### src/kmp_pkg.sv
`timescale 1ns / 1ps
// ----------------------------------------------------------------------------
// kmp_pkg
// Shared types and constants of the KMP pattern matcher.
// ----------------------------------------------------------------------------
package kmp_pkg;

  localparam int CFG_INDEX_W = 2;
  localparam int CFG_DATA_W  = 64;
  localparam int CFG_LEN_W   = 5;
  localparam int PAT_BYTES   = 16;
  localparam int PAT_IDX_W   = 4;
  localparam int START_W     = 32;

  localparam logic [CFG_INDEX_W-1:0] REG_PATTERN_LOW    = 2'd0;
  localparam logic [CFG_INDEX_W-1:0] REG_PATTERN_HIGH   = 2'd1;
  localparam logic [CFG_INDEX_W-1:0] REG_PATTERN_LENGTH = 2'd2;

  typedef struct packed {
    logic load;
    logic build_step;
    logic build_finish;
    logic match_step;
    logic emit;
  } kmp_cmd_t;

  typedef struct packed {
    logic table_ready;
    logic build_done;
    logic follow;
    logic out_free;
  } kmp_status_t;

endpackage

### src/kmp_controller.sv
`timescale 1ns / 1ps
// ----------------------------------------------------------------------------
// kmp_controller
// Sequencer: accepts a word, builds the table if not ready or on a start flag,
// follows failure links, then hands the result to the output register.
// ----------------------------------------------------------------------------
module kmp_controller (
  input  logic                 clk,
  input  logic                 rst,
  input  logic                 s_tvalid,
  output logic                 s_tready,
  input  logic                 start_flag,
  input  kmp_pkg::kmp_status_t status,
  output kmp_pkg::kmp_cmd_t    cmd
);
  import kmp_pkg::*;

  typedef enum logic [1:0] {
    ST_IDLE,
    ST_BUILD,
    ST_MATCH
  } state_t;

  state_t state;
  state_t state_next;

  always_comb begin
    state_next = state;
    cmd        = '0;
    case (state)
      ST_IDLE: begin
        if (s_tvalid) begin
          cmd.load = 1'b1;
          if (start_flag || !status.table_ready) begin
            state_next = ST_BUILD;
          end else begin
            state_next = ST_MATCH;
          end
        end
      end
      ST_BUILD: begin
        if (status.build_done) begin
          cmd.build_finish = 1'b1;
          state_next       = ST_MATCH;
        end else begin
          cmd.build_step = 1'b1;
        end
      end
      ST_MATCH: begin
        if (status.follow) begin
          cmd.match_step = 1'b1;
        end else if (status.out_free) begin
          cmd.emit   = 1'b1;
          state_next = ST_IDLE;
        end
      end
      default: begin
        state_next = ST_IDLE;
      end
    endcase
  end

  always_ff @(posedge clk) begin
    if (rst) begin
      state    <= ST_IDLE;
      s_tready <= 1'b1;
    end else begin
      state    <= state_next;
      s_tready <= (state_next == ST_IDLE);
    end
  end

endmodule

### src/kmp_datapath.sv
`timescale 1ns / 1ps
// ----------------------------------------------------------------------------
// kmp_datapath
// Pattern registers, prefix table, build and match indexes, text position
// and the output register.
// ----------------------------------------------------------------------------
module kmp_datapath #(
  parameter int MAX_PATTERN   = 16,
  parameter int POSITION_BITS = 32
) (
  input  logic                            clk,
  input  logic                            rst,
  input  logic                            cfg_we,
  input  logic [kmp_pkg::CFG_INDEX_W-1:0] cfg_index,
  input  logic [kmp_pkg::CFG_DATA_W-1:0]  cfg_data,
  input  logic [7:0]                      text_char,
  input  logic                            start_flag,
  input  kmp_pkg::kmp_cmd_t               cmd,
  output kmp_pkg::kmp_status_t            status,
  output logic                            m_tvalid,
  input  logic                            m_tready,
  output logic                            match_found,
  output logic [kmp_pkg::START_W-1:0]     match_start
);
  import kmp_pkg::*;

  localparam int IDX_W = (MAX_PATTERN > 1) ? $clog2(MAX_PATTERN) : 1;
  localparam int LEN_W = $clog2(MAX_PATTERN + 1);

  logic [CFG_DATA_W-1:0]    pattern_low;
  logic [CFG_DATA_W-1:0]    pattern_high;
  logic [CFG_LEN_W-1:0]     pattern_length;
  logic [8*PAT_BYTES-1:0]   pattern;

  logic [IDX_W-1:0]         prefix_table [MAX_PATTERN];
  logic                     table_ready;
  logic [IDX_W-1:0]         matched_length;
  logic [POSITION_BITS-1:0] text_position;

  logic [7:0]               cur_char;
  logic [LEN_W-1:0]         bld_i;
  logic [IDX_W-1:0]         bld_len;
  logic [IDX_W-1:0]         j;

  logic [LEN_W-1:0]         n_eff;
  logic [LEN_W-1:0]         n_new;
  logic [7:0]               pat_i;
  logic [7:0]               pat_len;
  logic [7:0]               pat_j;
  logic [IDX_W-1:0]         rd_addr;
  logic [IDX_W-1:0]         rd_data;
  logic                     follow;
  logic [LEN_W-1:0]         j_adv;
  logic                     found;
  logic [POSITION_BITS-1:0] start_pos;

  function automatic logic [LEN_W-1:0] eff_len(input logic [CFG_LEN_W-1:0] len);
    logic [LEN_W-1:0] r;
    if (len == '0) begin
      r = LEN_W'(1);
    end else if (32'(len) > MAX_PATTERN) begin
      r = LEN_W'(MAX_PATTERN);
    end else begin
      r = LEN_W'(len);
    end
    return r;
  endfunction

  function automatic logic [7:0] pat_byte(input logic [8*PAT_BYTES-1:0] p,
                                          input logic [PAT_IDX_W-1:0] k);
    return p[8*k +: 8];
  endfunction

  assign pattern = {pattern_high, pattern_low};
  assign n_eff   = eff_len(pattern_length);
  assign n_new   = (cfg_index == REG_PATTERN_LENGTH) ?
                   eff_len(cfg_data[CFG_LEN_W-1:0]) : n_eff;

  assign pat_i   = pat_byte(pattern, PAT_IDX_W'(bld_i[IDX_W-1:0]));
  assign pat_len = pat_byte(pattern, PAT_IDX_W'(bld_len));
  assign pat_j   = pat_byte(pattern, PAT_IDX_W'(j));

  assign follow  = (j != '0) && (pat_j != cur_char);
  assign j_adv   = LEN_W'(j) + LEN_W'(pat_j == cur_char);
  assign found   = (j_adv == n_eff);
  assign start_pos = text_position - POSITION_BITS'(n_eff) + POSITION_BITS'(1);

  always_comb begin
    if (cmd.build_step) begin
      rd_addr = bld_len - IDX_W'(1);
    end else if (follow) begin
      rd_addr = j - IDX_W'(1);
    end else begin
      rd_addr = IDX_W'(n_eff - LEN_W'(1));
    end
  end

  assign rd_data = prefix_table[rd_addr];

  assign status.table_ready = table_ready;
  assign status.build_done  = (bld_i >= n_eff);
  assign status.follow      = follow;
  assign status.out_free    = !m_tvalid || m_tready;

  always_ff @(posedge clk) begin
    if (cmd.load) begin
      prefix_table[0] <= '0;
    end else if (cmd.build_step) begin
      if (pat_i == pat_len) begin
        prefix_table[bld_i[IDX_W-1:0]] <= bld_len + IDX_W'(1);
      end else if (bld_len == '0) begin
        prefix_table[bld_i[IDX_W-1:0]] <= '0;
      end
    end
  end

  always_ff @(posedge clk) begin
    if (cmd.load) begin
      cur_char <= text_char;
      bld_i    <= LEN_W'(1);
      bld_len  <= '0;
      if (start_flag || (LEN_W'(matched_length) >= n_eff)) begin
        j <= '0;
      end else begin
        j <= matched_length;
      end
    end else if (cmd.build_step) begin
      if (pat_i == pat_len) begin
        bld_len <= bld_len + IDX_W'(1);
        bld_i   <= bld_i + LEN_W'(1);
      end else if (bld_len == '0) begin
        bld_i <= bld_i + LEN_W'(1);
      end else begin
        bld_len <= rd_data;
      end
    end else if (cmd.match_step) begin
      j <= rd_data;
    end
  end

  always_ff @(posedge clk) begin
    if (rst) begin
      pattern_low    <= '0;
      pattern_high   <= '0;
      pattern_length <= CFG_LEN_W'(1);
      table_ready    <= 1'b0;
      matched_length <= '0;
      text_position  <= '0;
      m_tvalid       <= 1'b0;
    end else begin
      if (cmd.emit) begin
        m_tvalid <= 1'b1;
      end else if (m_tready) begin
        m_tvalid <= 1'b0;
      end
      if (cfg_we && (cfg_index == REG_PATTERN_LOW || cfg_index == REG_PATTERN_HIGH ||
                     cfg_index == REG_PATTERN_LENGTH)) begin
        case (cfg_index)
          REG_PATTERN_LOW:    pattern_low    <= cfg_data;
          REG_PATTERN_HIGH:   pattern_high   <= cfg_data;
          REG_PATTERN_LENGTH: pattern_length <= cfg_data[CFG_LEN_W-1:0];
          default: ;
        endcase
        table_ready <= 1'b0;
        if (LEN_W'(matched_length) >= n_new) begin
          matched_length <= '0;
        end
      end
      if (cmd.load && start_flag) begin
        text_position  <= '0;
        matched_length <= '0;
        table_ready    <= 1'b0;
      end
      if (cmd.build_finish) begin
        table_ready <= 1'b1;
      end
      if (cmd.emit) begin
        matched_length <= found ? rd_data : j_adv[IDX_W-1:0];
        text_position  <= text_position + POSITION_BITS'(1);
      end
    end
  end

  always_ff @(posedge clk) begin
    if (cmd.emit) begin
      match_found <= found;
      match_start <= found ? START_W'(start_pos) : '0;
    end
  end

`ifndef SYNTHESIS
  a_ml_below_len: assert property (@(posedge clk) disable iff (rst)
    LEN_W'(matched_length) < n_eff)
    else $error("matched length not below pattern length");

  a_emit_free: assert property (@(posedge clk) disable iff (rst)
    cmd.emit |-> (!m_tvalid || m_tready))
    else $error("result overwrites a waiting word");

  a_start_zero: assert property (@(posedge clk) disable iff (rst)
    (m_tvalid && !match_found) |-> (match_start == '0))
    else $error("match_start nonzero without a match");

  a_build_unready: assert property (@(posedge clk) disable iff (rst)
    cmd.build_step |-> !table_ready)
    else $error("table build while table marked ready");
`endif

endmodule

### src/kmp_pattern_matcher_unit.sv
`timescale 1ns / 1ps
// ----------------------------------------------------------------------------
// kmp_pattern_matcher_unit
// Streaming Knuth-Morris-Pratt matcher against one configured pattern.
// ----------------------------------------------------------------------------
// Usage:
//   Write pattern_low (0), pattern_high (1) and pattern_length (2) through
//   cfg_we/cfg_index/cfg_data while the block is idle. Text bytes enter on
//   the s_ stream one word at a time; s_tuser set starts a new text.
//   Every input word yields one output word on the m_ stream.
// Throughput:
//   One word is in work at a time. Each word is loaded, then follows failure
//   links in the match loop until its result can be emitted. A word with the
//   start flag, or the first word after reset or a configuration write, first
//   runs a prefix table build (one compare or table lookup per cycle).
// Reset:
//   rst clears position, match length, pattern (length 1) and output valid;
//   the table is rebuilt on the first word.
// Stall:
//   A result waits in the output register while m_tready is low; the next
//   word is accepted meanwhile and its result is held until the slot frees.
// ----------------------------------------------------------------------------
module kmp_pattern_matcher_unit #(
  parameter int MAX_PATTERN   = 16,
  parameter int POSITION_BITS = 32
) (
  input  logic                            clk,
  input  logic                            rst,
  input  logic                            cfg_we,
  input  logic [kmp_pkg::CFG_INDEX_W-1:0] cfg_index,
  input  logic [kmp_pkg::CFG_DATA_W-1:0]  cfg_data,
  input  logic                            s_tvalid,
  output logic                            s_tready,
  input  logic [7:0]                      s_tdata,  // [7:0] text_char
  input  logic                            s_tuser,  // [0] start_of_text
  output logic                            m_tvalid,
  input  logic                            m_tready,
  output logic [31:0]                     m_tdata,  // [31:0] match_start
  output logic                            m_tuser   // [0] match_found
);
  import kmp_pkg::*;

  kmp_cmd_t    cmd;
  kmp_status_t status;

  kmp_controller u_ctrl (
    .clk        (clk),
    .rst        (rst),
    .s_tvalid   (s_tvalid),
    .s_tready   (s_tready),
    .start_flag (s_tuser),
    .status     (status),
    .cmd        (cmd)
  );

  kmp_datapath #(
    .MAX_PATTERN   (MAX_PATTERN),
    .POSITION_BITS (POSITION_BITS)
  ) u_dp (
    .clk         (clk),
    .rst         (rst),
    .cfg_we      (cfg_we),
    .cfg_index   (cfg_index),
    .cfg_data    (cfg_data),
    .text_char   (s_tdata),
    .start_flag  (s_tuser),
    .cmd         (cmd),
    .status      (status),
    .m_tvalid    (m_tvalid),
    .m_tready    (m_tready),
    .match_found (m_tuser),
    .match_start (m_tdata)
  );

endmodule
### config.mk
export PLATFORM = sky130hd
export DESIGN_NAME = kmp_pattern_matcher_unit
export DESIGN_NICKNAME = d
export VERILOG_FILES = /design/src/kmp_pkg.sv /design/src/kmp_controller.sv /design/src/kmp_datapath.sv /design/src/kmp_pattern_matcher_unit.sv
export SDC_FILE = /design/constraint.sdc
export NUM_CORES = 1
export LEC_CHECK = 0
export ABC_AREA = 1
export ABC_CLOCK_PERIOD_IN_PS = 11800
export BUFFER_PORTS_ARGS = -buffer_cell sky130_fd_sc_hd__buf_2
export CAP_MARGIN = 15
export CORE_MARGIN = 2
export CORE_UTILIZATION = 30
export DETAILED_ROUTE_END_ITERATION = 8
export GPL_TIMING_DRIVEN = 1
export PLACE_DENSITY_LB_ADDON = 0.05
export SYNTH_ARGS = -nofsm -noshare
export SYNTH_HDL_FRONTEND = slang
export SYNTH_SLANG_ARGS = --single-unit
### constraint.sdc
create_clock -name clk -period 11.8 [get_ports clk]
set_clock_uncertainty 0.1 [all_clocks]
set_input_delay 0 -clock clk [delete_from_list [all_inputs] [get_ports clk]]
set_output_delay 0 -clock clk [all_outputs]
set_load 0.05 [all_outputs]
==> out/summary.txt <==
OUTCOME
-------------------------------------------------------------------------------
Result of the run                                                     completed

WORST SETUP PATH
-------------------------------------------------------------------------------
Worst-path fanout max                                                        72
Crit path required time                                                11980 ps
Arrival time at the worst endpoint                                      5930 ps
Nature of the critical path startpoint                                     flop
Number of cells traversed by the worst register-to-register path             26
R2r setup slk                                                           6060 ps
Reg-to-reg endpoint                                                u_dp.j[2]$_DFFE_PP_
Setup crit start                                                   u_dp.j[0]$_DFFE_PP_
Kind of critical path                                                   reg2reg
Endpoint class of the critical path                                        flop
Reg-to-Reg Start                                                   u_dp.j[0]$_DFFE_PP_

DRT
-------------------------------------------------------------------------------
Number of vias after detailed routing                                     17.4k
Detailed-router iteration count before antenna repair                         5
Count of nets left with antenna violations after detail routing               0
Total length of routed wires                                            66.9 mm
Via count normalized by instance count                                     5.08
Iter 0 DRT Violations                                                      1524
Drt drc                                                                       0
Mean routed wirelength per cell                                         19.5 um

SYNTH
-------------------------------------------------------------------------------
Cell accounting for the most synthesized area                           dfxtp_1
Ranking of synthesized cells by instance count                     409 x nand2_1, 341 x a21oi_1, 332 x o21ai_0, 315 x inv_1, 262 x nand3_1
Synth Area per Inst                                                   7.15 um^2
Number of enable-type register cells in the synthesized netlist             109
Gate count of the mapped netlist                                           2505
Number of distinct library cells after synthesis                             53
Netlist Area Pre-Place                                              0.0179 mm^2
Share of synthesized area occupied by flip-flops and latches              38.7%
Library cell with the highest instance count after synthesis            nand2_1
Register bit total from synthesis                                           292
Syn nets                                                                   2666
Largest cells by area after synthesis                              dfxtp_1 20%, edfxtp_1 18%, a21oi_1 9.5%
Area share of the largest cell type after synthesis                       20.4%
Share of flip-flops with an asynchronous set or reset                        0%
Predominant post-synthesis flop cell                                    dfxtp_1
Synth warnings                                                                0

TIMING
-------------------------------------------------------------------------------
Fin crit share                                                            48.7%
Smallest setup slack after layout                                       6060 ps
Count of endpoints failing hold in the final timing report                    0
Top achievable clock speed                                              174 MHz
Max-slew violation count                                                      0
Aggregate negative setup slack                                             0 ps
Worst slew margin relative to its limit                                   30.1%
Setup-failing EPs final                                                       0
Post-route minimum period                                               5740 ps
RSZ-0062 raised after global routing                                      false
Worst-margin pin slew                                                   1050 ps

HOLD PATH
-------------------------------------------------------------------------------
Worst min-delay path class                                               in2reg
Hold Path Sink                                                     u_dp.bld_i[2]$_SDFFE_PP0P_
HP Start                                                               s_tvalid
Hold path cells                                                               4

DIE
-------------------------------------------------------------------------------
Ports placed on the boundary                                                115
Die X-Extent                                                             248 um
Core Footprint                                                      0.0590 mm^2
Initial Utilization                                                       30.4%
FP Rows                                                                      89
Die Footprint                                                       0.0617 mm^2
DIE HEIGHT                                                               248 um

JOB
-------------------------------------------------------------------------------
Count of max-cap constraint violations                                        0

GLOBAL ROUTING
-------------------------------------------------------------------------------
Antenna violations before repair                                              1
Via count of the first global-routing pass                                16.6k
Wire length of the first global-routing pass                             102 mm
Gr ovfl total                                                                 0
Total global-route track usage                                            21.8%
Largest net degree at the start of global routing                           111

CTS
-------------------------------------------------------------------------------
Clock buffer depth                                                            3
Clk slew on worst S/H paths                                               70 ps
Clk root buf                                                          clkbuf_16
TritonCTS clock tree                                                      built
Inserted Clock Buffers                                                       39
Post-CTS Repair Setup Buffers                                                 0
H-tree depth                                                                  2
Clock latency on the worst-skew pair                                     570 ps
TritonCTS Sinks                                                             292

POWER
-------------------------------------------------------------------------------
Power per unit of standard cell area                                186 mW/mm^2
Worst voltage drop across the vdd grid                                 0.102 mV
Total leakage power                                                     8.93 nW

LAYOUT
-------------------------------------------------------------------------------
Area growth from synthesis to layout                                      18.2%
Total inserted antenna cells                                                  0
Share of cells above drive strength 1                                     9.26%
Number of standard cells in the layout, taps in and fillers out            3430
Final net count                                                            2790

PLACE
-------------------------------------------------------------------------------
HPWL reported at the end of detailed placement                          46.5 mm
Port Buffer Count                                                           114
Worst slack after detailed placement                                    6070 ps
Gp weighted congestion                                                    0.874
Cell total after placement                                                 3278

## state kept, by name (all words and copies together) (netlist names), 4 cells and up
| register | cells |
|---|---|
| u_dp.j | 4 |
| u_dp.matched_length | 4 |
| u_dp.match_start | 32 |
| u_dp.pattern_length | 5 |
| u_dp.text_position | 32 |
| u_dp.bld_i | 5 |
| u_dp.prefix_table | 64 |
| u_dp.pattern_high | 64 |
| u_dp.cur_char | 8 |
| u_dp.bld_len | 4 |
| u_dp.pattern_low | 64 |
## what timing repair did
item,4_1_cts,5_1_grt
hold buffers,83,0
gates resized for setup,0,0
endpoints found under the hold margin,173,0
## through the flow
step / total power, mW / hold slack (ps) / utilization (%) / area [um^2]
6_report: 3.94 / 9.81 / 35.9 / 21200
5_1_grt: 4.21 / 59.5 / 35.9 / 21200
4_1_cts: 3.97 / 2.51 / 35.9 / 21200
3_5_place_dp: 2.66 / 78.3 / 32.2 / 19000
3_3_place_gp: 2.65 / 82.3 / 32.2 / 19000
2_1_floorplan: 2.26 / -1.13 / - / 17900
## critical path, stage by stage, from the launching register on
cell and delay [ps]:
edfxtp_1 330, buf_4 660, inv_2 620, nand2_1 180
nand3_1 80, nand3_1 140, nand2_1 80, nand2_1 80
inv_1 50, nand2_1 50, nand2_1 40, nand2_1 50
nand2_1 60, nor2_2 120, nand2_2 170, nand2_4 160
nand2_2 80, nand2_4 310, nand2_4 290, ha_1 720
inv_1 370, nand3_1 190, nand3_1 80, nand3_1 110
nand2_1 80, nand2_1 60, o21ai_0 100
## report_power, final
group	switching [mW]	total [mW]	internal, mW
clock	0.486	1.27	0.779
combinational	1.09	1.54	0.450
sequential	0.0397	1.14	1.10
total	1.61	3.94	2.33
## layout make-up
cell class / instances / area, um^2
inverter: 325 / 1220
fill: 6269 / 37800
multi-input combinational: 1751 / 9140
clock buffer: 53 / 1130
clock inverter: 16 / 213
timing repair buffer: 220 / 1570
sequential: 292 / 6940
tap: 773 / 967
## worst max-delay path by stage
stage | endpoint | slack, ps | cells past startpoint
after floorplan | u_dp.j[1]$_DFFE_PP_ | 7770 | 22
after global placement | u_dp.j[3]$_DFFE_PP_ | 6270 | 24
after detailed placement | u_dp.j[3]$_DFFE_PP_ | 6070 | 26
after CTS | u_dp.j[3]$_DFFE_PP_ | 6100 | 26
after global routing | u_dp.j[2]$_DFFE_PP_ | 5440 | 24
final | u_dp.j[2]$_DFFE_PP_ | 6060 | 26
## routing by layer
layer	vias to the layer above	wire length, um	GRT usage [%]
met5	-	0	0
met4	0	1280	5.15
met3	72	4300	4.14
met2	530	27900	32.3
met1	8156	33400	32.5
li1	8679	-	-
## logic make-up after synthesis
group	after synthesis	share of synthesized area [%]
flops	292	38.7
buf+inv	462	10.4
fa+ha+maj	81	5.70
compound gates	743	21.6
xor+xnor	25	1.22
simple gates	902	22.3
## cells in the final DEF (no fill, tap or decap), drive strengths merged, types with 14 or more instances in the layout
cell type and n:
a21oi 342, buf 137, clkbuf 53, dfxtp 183, dlygate4sd3 83, edfxtp 109
ha 80, inv 321, nand2 419, nand3 264, nand3b 17, nor2 163
nor3 19, o211ai 14, o21ai 341, xor2 21
No activity file was read; power rests on OpenSTA's default activity.
